--- src/hdl/mbdcl_pkg.sv ---
`default_nettype none

package mbdcl_pkg;

  // Field widths of the item ports
  localparam int OPCODE_BITS   = 2;
  localparam int PIN_BITS      = 10;
  localparam int TIME_BITS     = 32;
  localparam int NUMBER_BITS   = 4;
  localparam int MASK_BITS     = 10;
  localparam int DEBOUNCE_BITS = 16;

  // Defaults
  localparam int BUTTON_COUNT_DEFAULT = 10;
  localparam logic [DEBOUNCE_BITS-1:0] DEBOUNCE_RESET = 16'd50;

  // Operation codes
  localparam logic [OPCODE_BITS-1:0] OP_SCAN  = 2'd0;
  localparam logic [OPCODE_BITS-1:0] OP_QUERY = 2'd1;
  localparam logic [OPCODE_BITS-1:0] OP_CLEAR = 2'd2;

  // Pin levels of an active-low pull-up button
  localparam logic LEVEL_PRESSED  = 1'b0;
  localparam logic LEVEL_RELEASED = 1'b1;

endpackage

`default_nettype wire

--- src/hdl/multi_button_debounce_click_latch.sv ---
// Debouncer and click latch for a bank of BUTTON_COUNT active-low buttons.
// A scan item (opcode 0) walks the buttons one per cycle through the
// change-timestamp RAM (one read and one write port, registered read).
// After the last button a finish state loads the result register and
// returns to idle. Query (opcode 1) and clear (opcode 2) items do not
// use the RAM and give their result the cycle after transfer, as does
// an unused opcode, with clicked low. One item is in work at a time; the
// result sits in an output register, and a new item is taken in the cycle
// that result is transferred.
// debounce_ms is written at any cycle with cfg_we high, and should only
// change while no item is in work.
// Every result carries the debounced pressed mask and pending click mask.
`default_nettype none

module multi_button_debounce_click_latch
  import mbdcl_pkg::*;
#(
  parameter int BUTTON_COUNT = BUTTON_COUNT_DEFAULT
) (
  input  wire logic                     clk,
  input  wire logic                     rst,
  // configuration
  input  wire logic                     cfg_we,
  input  wire logic [DEBOUNCE_BITS-1:0] cfg_wdata,
  // input items
  input  wire logic                     in_valid,
  output logic                          in_ready,
  input  wire logic [OPCODE_BITS-1:0]   opcode,
  input  wire logic [PIN_BITS-1:0]      pin_levels,
  input  wire logic [TIME_BITS-1:0]     now_ms,
  input  wire logic [NUMBER_BITS-1:0]   btn_num,
  // result items
  output logic                          out_valid,
  input  wire logic                     out_ready,
  output logic                          clicked,
  output logic [MASK_BITS-1:0]          pressed_mask,
  output logic [MASK_BITS-1:0]          pending_mask
);

  localparam int IDX_W = (BUTTON_COUNT > 1) ? $clog2(BUTTON_COUNT) : 1;
  localparam logic [IDX_W-1:0] LAST_IDX = IDX_W'(BUTTON_COUNT - 1);
  localparam logic [5:0] COUNT_6 = 6'(BUTTON_COUNT);

  typedef enum logic [1:0] {
    ST_IDLE,
    ST_SCAN,
    ST_FINISH
  } state_t;

  state_t                    state;
  logic [DEBOUNCE_BITS-1:0]  debounce_ms;
  logic [PIN_BITS-1:0]       pins;
  logic [TIME_BITS-1:0]      now_r;
  logic [IDX_W-1:0]          idx;
  logic [BUTTON_COUNT-1:0]   last_level;
  logic [BUTTON_COUNT-1:0]   pressed_flag;
  logic [BUTTON_COUNT-1:0]   click_pending;
  logic [BUTTON_COUNT-1:0]   ct_valid;

  // change timestamp RAM
  logic [TIME_BITS-1:0]      ct_mem [BUTTON_COUNT];
  logic [TIME_BITS-1:0]      ct_q;
  logic                      ct_q_valid;
  logic [IDX_W-1:0]          rd_addr;
  logic                      wr_en;

  logic                      accept;
  logic                      res_load;
  logic [BUTTON_COUNT-1:0]   lvl_vec;
  logic                      lvl;
  logic                      level_changed;
  logic [TIME_BITS-1:0]      base_time;
  logic [TIME_BITS-1:0]      eff_time;
  logic [TIME_BITS-1:0]      elapsed;
  logic                      settled;
  logic                      down;
  logic [4:0]                num_idx;
  logic                      num_ok;
  logic [BUTTON_COUNT-1:0]   pending_cleared;
  logic [MASK_BITS-1:0]      pressed_m;
  logic [MASK_BITS-1:0]      pending_m;
  logic [MASK_BITS-1:0]      pending_clr_m;

  assign in_ready = (state == ST_IDLE) && (!out_valid || out_ready);
  assign accept   = in_valid && in_ready;

  // Load a result on a direct item or at the end of a scan
  assign res_load = (accept && (opcode != OP_SCAN)) || (state == ST_FINISH);

  // Buttons past the pin field read released
  for (genvar i = 0; i < BUTTON_COUNT; i++) begin : g_lvl
    if (i < PIN_BITS) begin : g_pin
      assign lvl_vec[i] = pins[i];
    end else begin : g_none
      assign lvl_vec[i] = LEVEL_RELEASED;
    end
  end

  // Pack flags into the fixed-width masks
  for (genvar j = 0; j < MASK_BITS; j++) begin : g_mask
    if (j < BUTTON_COUNT) begin : g_live
      assign pressed_m[j]     = pressed_flag[j];
      assign pending_m[j]     = click_pending[j];
      assign pending_clr_m[j] = pending_cleared[j];
    end else begin : g_dead
      assign pressed_m[j]     = 1'b0;
      assign pending_m[j]     = 1'b0;
      assign pending_clr_m[j] = 1'b0;
    end
  end

  // Per-button debounce step on the entry read last cycle
  assign lvl           = lvl_vec[idx];
  assign level_changed = (lvl != last_level[idx]);
  assign base_time     = ct_q_valid ? ct_q : '0;
  assign eff_time      = level_changed ? now_r : base_time;
  assign elapsed       = now_r - eff_time;
  assign settled       = (elapsed > {{(TIME_BITS-DEBOUNCE_BITS){1'b0}}, debounce_ms});
  assign down          = (lvl == LEVEL_PRESSED);
  assign wr_en         = (state == ST_SCAN) && level_changed;

  // Read the next button while the current one is processed, else button 0
  assign rd_addr = ((state == ST_SCAN) && (idx != LAST_IDX)) ? IDX_W'(idx + 1'b1) : '0;

  // Button number check for query and clear
  assign num_idx = {1'b0, btn_num} - 5'd1;
  assign num_ok  = (btn_num != '0) && ({2'b00, btn_num} <= COUNT_6);

  always_comb begin
    pending_cleared = click_pending;
    if (num_ok) begin
      pending_cleared[num_idx[IDX_W-1:0]] = 1'b0;
    end
  end

  // Timestamp RAM: registered read, write on a level change
  always_ff @(posedge clk) begin
    ct_q <= ct_mem[rd_addr];
    if (wr_en) begin
      ct_mem[idx] <= now_r;
    end
  end

  // Track which entries have been written since reset
  always_ff @(posedge clk) begin
    if (rst) begin
      ct_valid   <= '0;
      ct_q_valid <= 1'b0;
    end else begin
      ct_q_valid <= ct_valid[rd_addr] || (wr_en && (idx == rd_addr));
      if (wr_en) begin
        ct_valid[idx] <= 1'b1;
      end
    end
  end

  // Configuration register
  always_ff @(posedge clk) begin
    if (rst) begin
      debounce_ms <= DEBOUNCE_RESET;
    end else if (cfg_we) begin
      debounce_ms <= cfg_wdata;
    end
  end

  // Sequencer, button flags and result register
  always_ff @(posedge clk) begin
    if (rst) begin
      state         <= ST_IDLE;
      out_valid     <= 1'b0;
      idx           <= '0;
      last_level    <= '1;
      pressed_flag  <= '0;
      click_pending <= '0;
    end else begin
      // Raise the result or drop it once transferred
      if (res_load) begin
        out_valid <= 1'b1;
      end else if (out_valid && out_ready) begin
        out_valid <= 1'b0;
      end
      unique case (state)
        ST_IDLE: begin
          if (accept) begin
            pins  <= pin_levels;
            now_r <= now_ms;
            idx   <= '0;
            unique case (opcode)
              OP_SCAN: begin
                state <= ST_SCAN;
              end
              OP_QUERY: begin
                clicked      <= num_ok && click_pending[num_idx[IDX_W-1:0]];
                pressed_mask <= pressed_m;
                pending_mask <= pending_m;
              end
              OP_CLEAR: begin
                click_pending <= pending_cleared;
                clicked       <= 1'b0;
                pressed_mask  <= pressed_m;
                pending_mask  <= pending_clr_m;
              end
              default: begin
                clicked      <= 1'b0;
                pressed_mask <= pressed_m;
                pending_mask <= pending_m;
              end
            endcase
          end
        end
        ST_SCAN: begin
          last_level[idx] <= lvl;
          if (settled) begin
            pressed_flag[idx] <= down;
            if (down && !pressed_flag[idx]) begin
              click_pending[idx] <= 1'b1;
            end
          end
          if (idx == LAST_IDX) begin
            state <= ST_FINISH;
          end else begin
            idx <= IDX_W'(idx + 1'b1);
          end
        end
        ST_FINISH: begin
          state        <= ST_IDLE;
          clicked      <= 1'b0;
          pressed_mask <= pressed_m;
          pending_mask <= pending_m;
        end
        default: begin
          state <= ST_IDLE;
        end
      endcase
    end
  end

endmodule

`default_nettype wire

--- config.mk ---
export PLATFORM = sky130hd
export DESIGN_NAME = multi_button_debounce_click_latch
export DESIGN_NICKNAME = d
export VERILOG_FILES = /design/src/hdl/mbdcl_pkg.sv /design/src/hdl/multi_button_debounce_click_latch.sv
export SDC_FILE = /design/constraint.sdc
export NUM_CORES = 1
export LEC_CHECK = 0
export BUFFER_PORTS_ARGS = -buffer_cell sky130_fd_sc_hd__buf_2
export CAP_MARGIN = 25
export CORE_MARGIN = 3
export CORE_UTILIZATION = 65
export DETAILED_ROUTE_END_ITERATION = 12
export GPL_TIMING_DRIVEN = 0
export MAX_ROUTING_LAYER = met4
export PLACE_DENSITY = 0.84
export REMOVE_ABC_BUFFERS = 1
export SETUP_SLACK_MARGIN = 0.02
export SLEW_MARGIN = 20
export SYNTH_ARGS = -nofsm -noshare
export SYNTH_HDL_FRONTEND = slang
export SYNTH_SLANG_ARGS = --single-unit
--- constraint.sdc ---
create_clock -name clk -period 16.1 [get_ports clk]
set_input_delay 3.22 -clock clk [delete_from_list [all_inputs] [get_ports clk]]
set_output_delay 3.22 -clock clk [all_outputs]
set_load 0.05 [all_outputs]
==> results of run 1 <==
[layout make-up]
| class | count | area share [%] |
|---|---|---|
| multi-input combinational | 964 | 29.1 |
| sequential | 479 | 57.1 |
| clock buffer | 68 | 5.77 |
| tap | 396 | 2.11 |
| timing repair buffer | 122 | 4.59 |
| clock inverter | 19 | 0.845 |
| inverter | 32 | 0.510 |
[flip-flops by register name (all words and copies together), names as in the netlist]
register and cells:
ct_mem 320, ct_q 32, now_r 32, debounce_ms 16, click_pending 10, ct_valid 10, last_level 10, lvl_vec 10
pending_mask 10, pressed_flag 10, pressed_mask 10, idx 4, state 2, clicked 1, ct_q_valid 1, out_valid 1
[power groups by stage]
stage	Combinational [mW]	Clock, mW	Sequential (mW)
4_1_cts	0.245	1.10	1.37
3_5_place_dp	0.243	0	1.40
2_1_floorplan	0.158	0	1.40
6_report	0.247	1.09	1.37
3_3_place_gp	0.228	0	1.40
5_1_grt	0.273	1.16	1.37
[critical path: cells and delay by family, from the launching register on]
| family | cells | cell delay (ns) |
|---|---|---|
| xor+xnor | 2 | 0.85 |
| flops | 1 | 0.89 |
| compound gates | 10 | 2.36 |
| mux | 2 | 0.80 |
| simple gates | 7 | 1.40 |
| buf+inv | 4 | 0.88 |
| fa+ha+maj | 3 | 0.92 |
[per-layer routing]
layer  global-route usage [%]  share of wire (%)
met4                     8.71                2.4
met2                     45.8                 47
met5                        -                  0
met3                     4.14                8.7
met1                     42.8                 41
[worst max path at each step]
stage | slack (ns) | cells past startpoint | to
after floorplan | 8.26 | 2 | in_ready
after global placement | 5.98 | 25 | click_pending[0]$_SDFFE_PP0P_
after detailed placement | 7.51 | 27 | click_pending[0]$_SDFFE_PP0P_
after CTS | 7.40 | 27 | pressed_flag[0]$_SDFFE_PP0P_
after global routing | 7.26 | 28 | pressed_flag[0]$_SDFFE_PP0P_
final | 7.82 | 28 | click_pending[9]$_SDFFE_PP0P_
[Yosys cell counts (12+ instances only)]
master and instances:
clkbuf_1 82, o21a_1 18, a21o_1 17, inv_1 32, ha_1 56, nor2_1 93, a21oi_1 89, nor3_1 12
nand2_1 195, and2_1 36, o21ai_0 35, a311oi_1 34, and3_1 33, a31oi_1 37, mux2i_1 34, edfxtp_1 383
xnor2_1 16, nand3_1 19, nand4_1 24, a211oi_1 69, dfxtp_1 96, mux4_2 40
[stage by stage]
step / area (um^2) / cells
after detailed placement: 22000 / 1992
after CTS: 23500 / 2079
after floorplan: 20200 / 1475
after global routing: 23500 / 2080
final: 23500 / 2080
after global placement: 21200 / 1962
[logic make-up after synthesis]
group	share of synthesized area (%)
flops	65.2
simple gates	10.4
buf+inv	2.33
compound gates	11.3
mux	6.08
fa+ha+maj	3.50
xor+xnor	1.11
==> run_results.csv, run 1 <==
group,metric,value,unit
cts,clkSinkCount,479,
floorplanning,die_h,184,um
min_path,worstHoldEndpoint,"pressed_mask[4]$_DFFE_PP_",
route,num_vias,13600,
global_routing,overflow,0,
floorplanning,core_area,30900,um^2
timing,rsz0062_at_grt,"false",
place,post-place-ws,7.51,ns
cts,insertion_delay,0.55,ns
worst_setup_path,rr_startpoint,"idx[0]$_SDFFE_PP0P_",
timing,drv_slew,0,
cts,cts.path.max_buffers,3,
global_routing,grt_pass1_vias,13600,
route,postRouteAntennaNets,0,
floorplanning,fp-row-count,64,
timing,finalHoldViolations,0,
worst_setup_path,required,16.50,ns
place,gp_congestion,0.912,
cts,cts_root_buf,"clkbuf_16",
timing,fin_crit_sh,51.4,%
synthesis,ys_seq_area_share,65.2,%
timing,hold_slack,0.454,ns
worst_setup_path,crit_type,"register to register",
power_and_ir_drop,swShare,22.5,%
power_and_ir_drop,powerDensity,115,nW/um^2
place,hpwl,31500,um
cts,cts-buffers-inserted,47,
synthesis,ys_top_cells_by_area,"edfxtp_1 56%, dfxtp_1 9.3%, mux4_2 4.4%",
worst_setup_path,max_stage_delay,0.89,ns
power_and_ir_drop,intPower,2.10,mW
timing,fin_tns_setup,0,ns
route,avgViaCountPerCell,6.54,
power_and_ir_drop,netSwitchingPower,610,uW
worst_setup_path,cp_slowest_cell,"dfxtp_1",
synthesis,synthFlopType,"edfxtp_1",
floorplanning,boundaryPins,92,
min_path,hp-start,"pressed_flag[4]$_SDFFE_PP0P_",
synthesis,yosysWarnings,0,
cells_and_area,nets,1772,
cells_and_area,drive_gt1_share,16.2,%
outcome,outcome,"finished clean",
synthesis,synth-seq-cells,479,
floorplanning,initial_core_util,66.6,%
route,drtIter0Drc,1614,
power_and_ir_drop,cellLeakagePower,8.19,nW
worst_setup_path,crit_fanout,17,
cells_and_area,final_core_util,76.1,%
global_routing,antenna_found_initial,0,
global_routing,grt_use_total,29.9,%
timing,max_freq,0.121,GHz
floorplanning,fp.dieW,184,um
power_and_ir_drop,pwr-share-clk,40.3,%
worst_setup_path,worst_r2r_endpoint,"click_pending[9]$_SDFFE_PP0P_",
cts,cts.clk_slew.worst_paths,0.06,ns
floorplanning,die_area,33800,um^2
cells_and_area,mostFrequentLayoutCell,"edfxtp_1",
worst_setup_path,reg2reg_slack,7.82,ns
power_and_ir_drop,seqPwrFrac,50.6,%
cts,cts_resized,0,
timing,finalSetupViolations,0,
route,drc,0,
synthesis,syn_area,20600,um^2
timing,fin_crit,8.28,ns
cts,h-tree-depth,2,
cells_and_area,nFillCells,1853,
worst_setup_path,arrival,8.67,ns
timing,clock-skew-final,0.0225,ns
worst_setup_path,cp-end-kind,"register",
synthesis,netlist_instances,1567,
timing,worst_pin_slew,0.904,ns
cts,ctsHoldBuffers,0,
cells_and_area,most-common-layout-cells,"383 x edfxtp_1, 193 x nand2_1, 95 x dfxtp_1",
power_and_ir_drop,ir_drop,0.000101,V
power_and_ir_drop,power.total,2.71,mW
flow_run,maxCapViolCount,0,
min_path,hold_path_class,"register to register",
cells_and_area,syn_to_final_growth,14.3,%
place,port_buffers,91,
synthesis,yosysUniqueCellTypes,64,
synthesis,synth_edf_count,383,
timing,timing.slew.headroom,39.7,%
global_routing,grt_start_max_net_pins,68,
worst_setup_path,reg2regPathDepth,28,
synthesis,yosys.area.top_type,"edfxtp_1",
cells_and_area,seq_area,13400,um^2
worst_setup_path,startpoint_type,"register",
cells_and_area,multi_input_area,6850,um^2
route,routedWlPerCell,23.0,um
worst_setup_path,cp-startpoint,"idx[0]$_SDFFE_PP0P_",
min_path,min_path_cells,0,
timing,worst_slack,7.82,ns
cts,cts_tree,"done",
synthesis,avgSynthCellArea,13.1,um^2
synthesis,yosysTopAreaCellShare,55.9,%
power_and_ir_drop,combPwrFrac,9.1,%
route,first_pass_iters,6,
cts,cts_setup_buffers,0,
synthesis,async_flop_share,0,%
global_routing,grt_first_pass_wirelength,76400,um
cells_and_area,diodes,0,
route,wl,47900,um
Power figures use the tool's default switching activity.
==> run 2, diff against run 1 <==
--- a/config.mk
+++ b/config.mk
@@ -5,14 +5,15 @@
 export SDC_FILE = /design/constraint.sdc
 export NUM_CORES = 1
 export LEC_CHECK = 0
+export ABC_AREA = 1
 export BUFFER_PORTS_ARGS = -buffer_cell sky130_fd_sc_hd__buf_2
 export CAP_MARGIN = 25
 export CORE_MARGIN = 3
-export CORE_UTILIZATION = 65
+export CORE_UTILIZATION = 56
 export DETAILED_ROUTE_END_ITERATION = 12
 export GPL_TIMING_DRIVEN = 0
 export MAX_ROUTING_LAYER = met4
-export PLACE_DENSITY = 0.84
+export PLACE_DENSITY = 0.76
 export REMOVE_ABC_BUFFERS = 1
 export SETUP_SLACK_MARGIN = 0.02
 export SLEW_MARGIN = 20
==> constraint.sdc (replaced) <==
create_clock -name clk -period 7.3 [get_ports clk]
set_input_delay 1.46 -clock clk [delete_from_list [all_inputs] [get_ports clk]]
set_output_delay 1.46 -clock clk [all_outputs]
set_load 0.05 [all_outputs]
==> run 2 against run 1 <==
Against the previous run:
- clock skew shrank 0.0031 ns
- non-clock buffer count shrank 2
- routed wire length grew 15%
- largest power group unchanged
- utilization shrank 11 points
- highest routed layer unchanged
- first-iteration DRC count grew 10%
==> run_results.csv, run 2 <==
group,metric,value,unit
outcome,outcome,"finished clean",
cts,insertion_delay,0.58,ns
cells_and_area,most-common-layout-cells,"580 x nand2_1, 383 x edfxtp_1, 267 x nor2_1",
cells_and_area,post-route-cell-area,24900,um^2
route,wl,55300,um
timing,max_freq,0.153,GHz
cells_and_area,nets,2476,
synthesis,async_flop_share,0,%
global_routing,grt_first_pass_wirelength,87400,um
synthesis,syn_area,21900,um^2
route,postRouteAntennaNets,0,
cells_and_area,mostFrequentLayoutCell,"nand2_1",
synthesis,yosysUniqueCellTypes,51,
timing,fin_crit,6.55,ns
cts,cts.clk_slew.worst_paths,0.06,ns
timing,worst_pin_slew,0.937,ns
cts,cts.path.max_buffers,3,
worst_setup_path,arrival,7.02,ns
worst_setup_path,max_stage_delay,0.61,ns
route,drc,0,
worst_setup_path,cp_common_cell,"nand2_1",
worst_setup_path,crit_type,"register to register",
global_routing,grtUsageMet3,3.61,%
worst_setup_path,path_delay_family,"simple AND/OR/NAND/NOR gates",
worst_setup_path,crit_fanout,73,
synthesis,synthFlopType,"edfxtp_1",
cells_and_area,syn_to_final_growth,14.0,%
timing,fin_crit_sh,89.8,%
power_and_ir_drop,cellLeakagePower,10.0,nW
synthesis,synth_most_common_cell,"nand2_1",
cells_and_area,reg.largest.list,"ct_mem x320, ct_q x32, now_r x32",
floorplanning,fp-row-count,71,
place,hpwl,36900,um
route,drtIter0Drc,1778,
global_routing,grt_start_max_net_pins,74,
timing,clock-skew-final,0.0194,ns
synthesis,synthTopCellsByCount,"580 x nand2_1, 383 x edfxtp_1, 281 x nor2_1",
synthesis,yosysTopAreaCellShare,52.6,%
place,dpl-instance-area,23300,um^2
floorplanning,die_h,204,um
cts,clkSinkCount,479,
timing,timing.slew.headroom,37.5,%
cts,cts_setup_buffers,0,
worst_setup_path,startpoint_type,"register",
synthesis,netlist_instances,2271,
synthesis,ys_top_cells_by_area,"edfxtp_1 53%, nand2_1 9.9%, dfxtp_1 8.8%",
synthesis,yosys.area.top_type,"edfxtp_1",
cells_and_area,drive_gt1_share,11.0,%
floorplanning,core_area,38100,um^2
cts,cts-buffers-inserted,48,
global_routing,antenna_found_initial,0,
route,num_vias,16400,
floorplanning,initial_core_util,57.4,%
flow_run,maxCapViolCount,0,
place,port_buffers,91,
floorplanning,fp.dieW,204,um
cells_and_area,nFillCells,2891,
route,first_pass_iters,6,
worst_setup_path,crit_buf_inv,3,
route,routedWlPerCell,19.1,um
synthesis,synth-seq-cells,479,
global_routing,met1_usage,36.1,%
timing,drv_slew,0,
cells_and_area,top_register,"ct_mem",
floorplanning,boundaryPins,92,
global_routing,grt_use_total,27.6,%
cells_and_area,diodes,0,
timing,finalHoldViolations,0,
cts,h-tree-depth,2,
floorplanning,die_area,41500,um^2
cts,cts_tree,"done",
synthesis,yosysWarnings,0,
power_and_ir_drop,power.total,6.35,mW
worst_setup_path,cp-end-kind,"register",
cts,cts_root_buf,"clkbuf_16",
global_routing,overflow,0,
timing,finalSetupViolations,0,
global_routing,grt_pass1_vias,16200,
power_and_ir_drop,powerDensity,255,nW/um^2
synthesis,synth_edf_count,383,
synthesis,ys_seq_area_share,61.3,%
worst_setup_path,required,7.77,ns
place,gp_congestion,0.952,
timing,rsz0062_at_grt,"false",
power_and_ir_drop,ir_drop,0.000204,V
cts,ctsHoldBuffers,0,
cells_and_area,largest_reg_flops,320,
route,avgViaCountPerCell,5.66,
min_path,hold_path_class,"register to register",
worst_setup_path,cp_slowest_cell,"dfxtp_4",
global_routing,top_usage_layer,"met2",
global_routing,grtUsageMet2,45.0,%
synthesis,avgSynthCellArea,9.64,um^2
[run 2: layout make-up]
class	count	area, um^2	share of cell area (%)
Clock inverter	21	216	0.868
Sequential cell	479	13400	53.8
Tap cell	511	639	2.56
Timing Repair Buffer	120	1050	4.21
Clock buffer	68	1390	5.56
Multi-Input combinational cell	1484	7400	29.7
Inverter	217	822	3.30
[run 2: worst reg2reg max path: cells and delay by family (launching register included)]
family / cells / cell delay [ns]
AND/OR/NAND/NOR: 22 / 3.23
adder cells (fa/ha/maj): 3 / 0.95
AO/OA/AOI/OAI: 3 / 0.79
buffers and inverters: 3 / 0.66
flip-flops: 1 / 0.61
XOR/XNOR: 1 / 0.19
[run 2: worst paths after layout]
check / from / endpoint / slack (ns) / depth (start not counted)
max reg2reg: idx[0]$_SDFFE_PP0P_ / pressed_flag[8]$_SDFFE_PP0P_ / 0.75 / 32
min reg2reg: ct_valid[3]$_SDFFE_PP0P_ / ct_valid[3]$_SDFFE_PP0P_ / 0.46 / 1
max: idx[0]$_SDFFE_PP0P_ / pressed_flag[8]$_SDFFE_PP0P_ / 0.75 / 32
min: ct_valid[3]$_SDFFE_PP0P_ / ct_valid[3]$_SDFFE_PP0P_ / 0.46 / 1
[run 2: per-stage QoR]
step / util [%] / cells / TNS [ns] / setup WS (ns) / hold slack, ns
after floorplan: - / 2180 / -141.56 / -4.24 / 0.426
after global placement: 59.2 / 2782 / -922.51 / -12.23 / 0.443
after detailed placement: 61.2 / 2811 / 0 / 0.409 / 0.451
after CTS: 65.4 / 2900 / 0 / 0.372 / 0.466
after global routing: 65.4 / 2900 / 0 / 0.177 / 0.483
final: 65.4 / 2900 / 0 / 0.748 / 0.465
[run 2: where the power goes]
part	switching [mW]	total, mW	leakage, nW	internal (mW)
Clock	1.02	2.49	0.788	1.47
Combinational	0.552	0.827	4.96	0.276
Sequential	0.0467	3.04	4.26	2.99
[run 2: timing repair]
action	4_1_cts	5_1_grt
endpoints found under the setup margin	0	11
endpoints found under the hold margin	0	0
gates resized for setup	0	2
[run 2: metal layers]
layer,vias to the layer above,part of all wire [%]
met3,123,6.7
met2,655,48
met5,-,0
met1,7798,42
li1,7842,-
met4,0,2.8
[run 2: logic make-up after synthesis]
logic type                 after synthesis  synth area share, %
and+or+nand+nor                        988                 18.4
DFF                                    479                 61.3
AOI/OAI and AO/OA                      423                 10.8
buffers and inverters                  308                 5.54
adders and majority gates               57                 3.29
xor gates and xnor gates                16                0.640
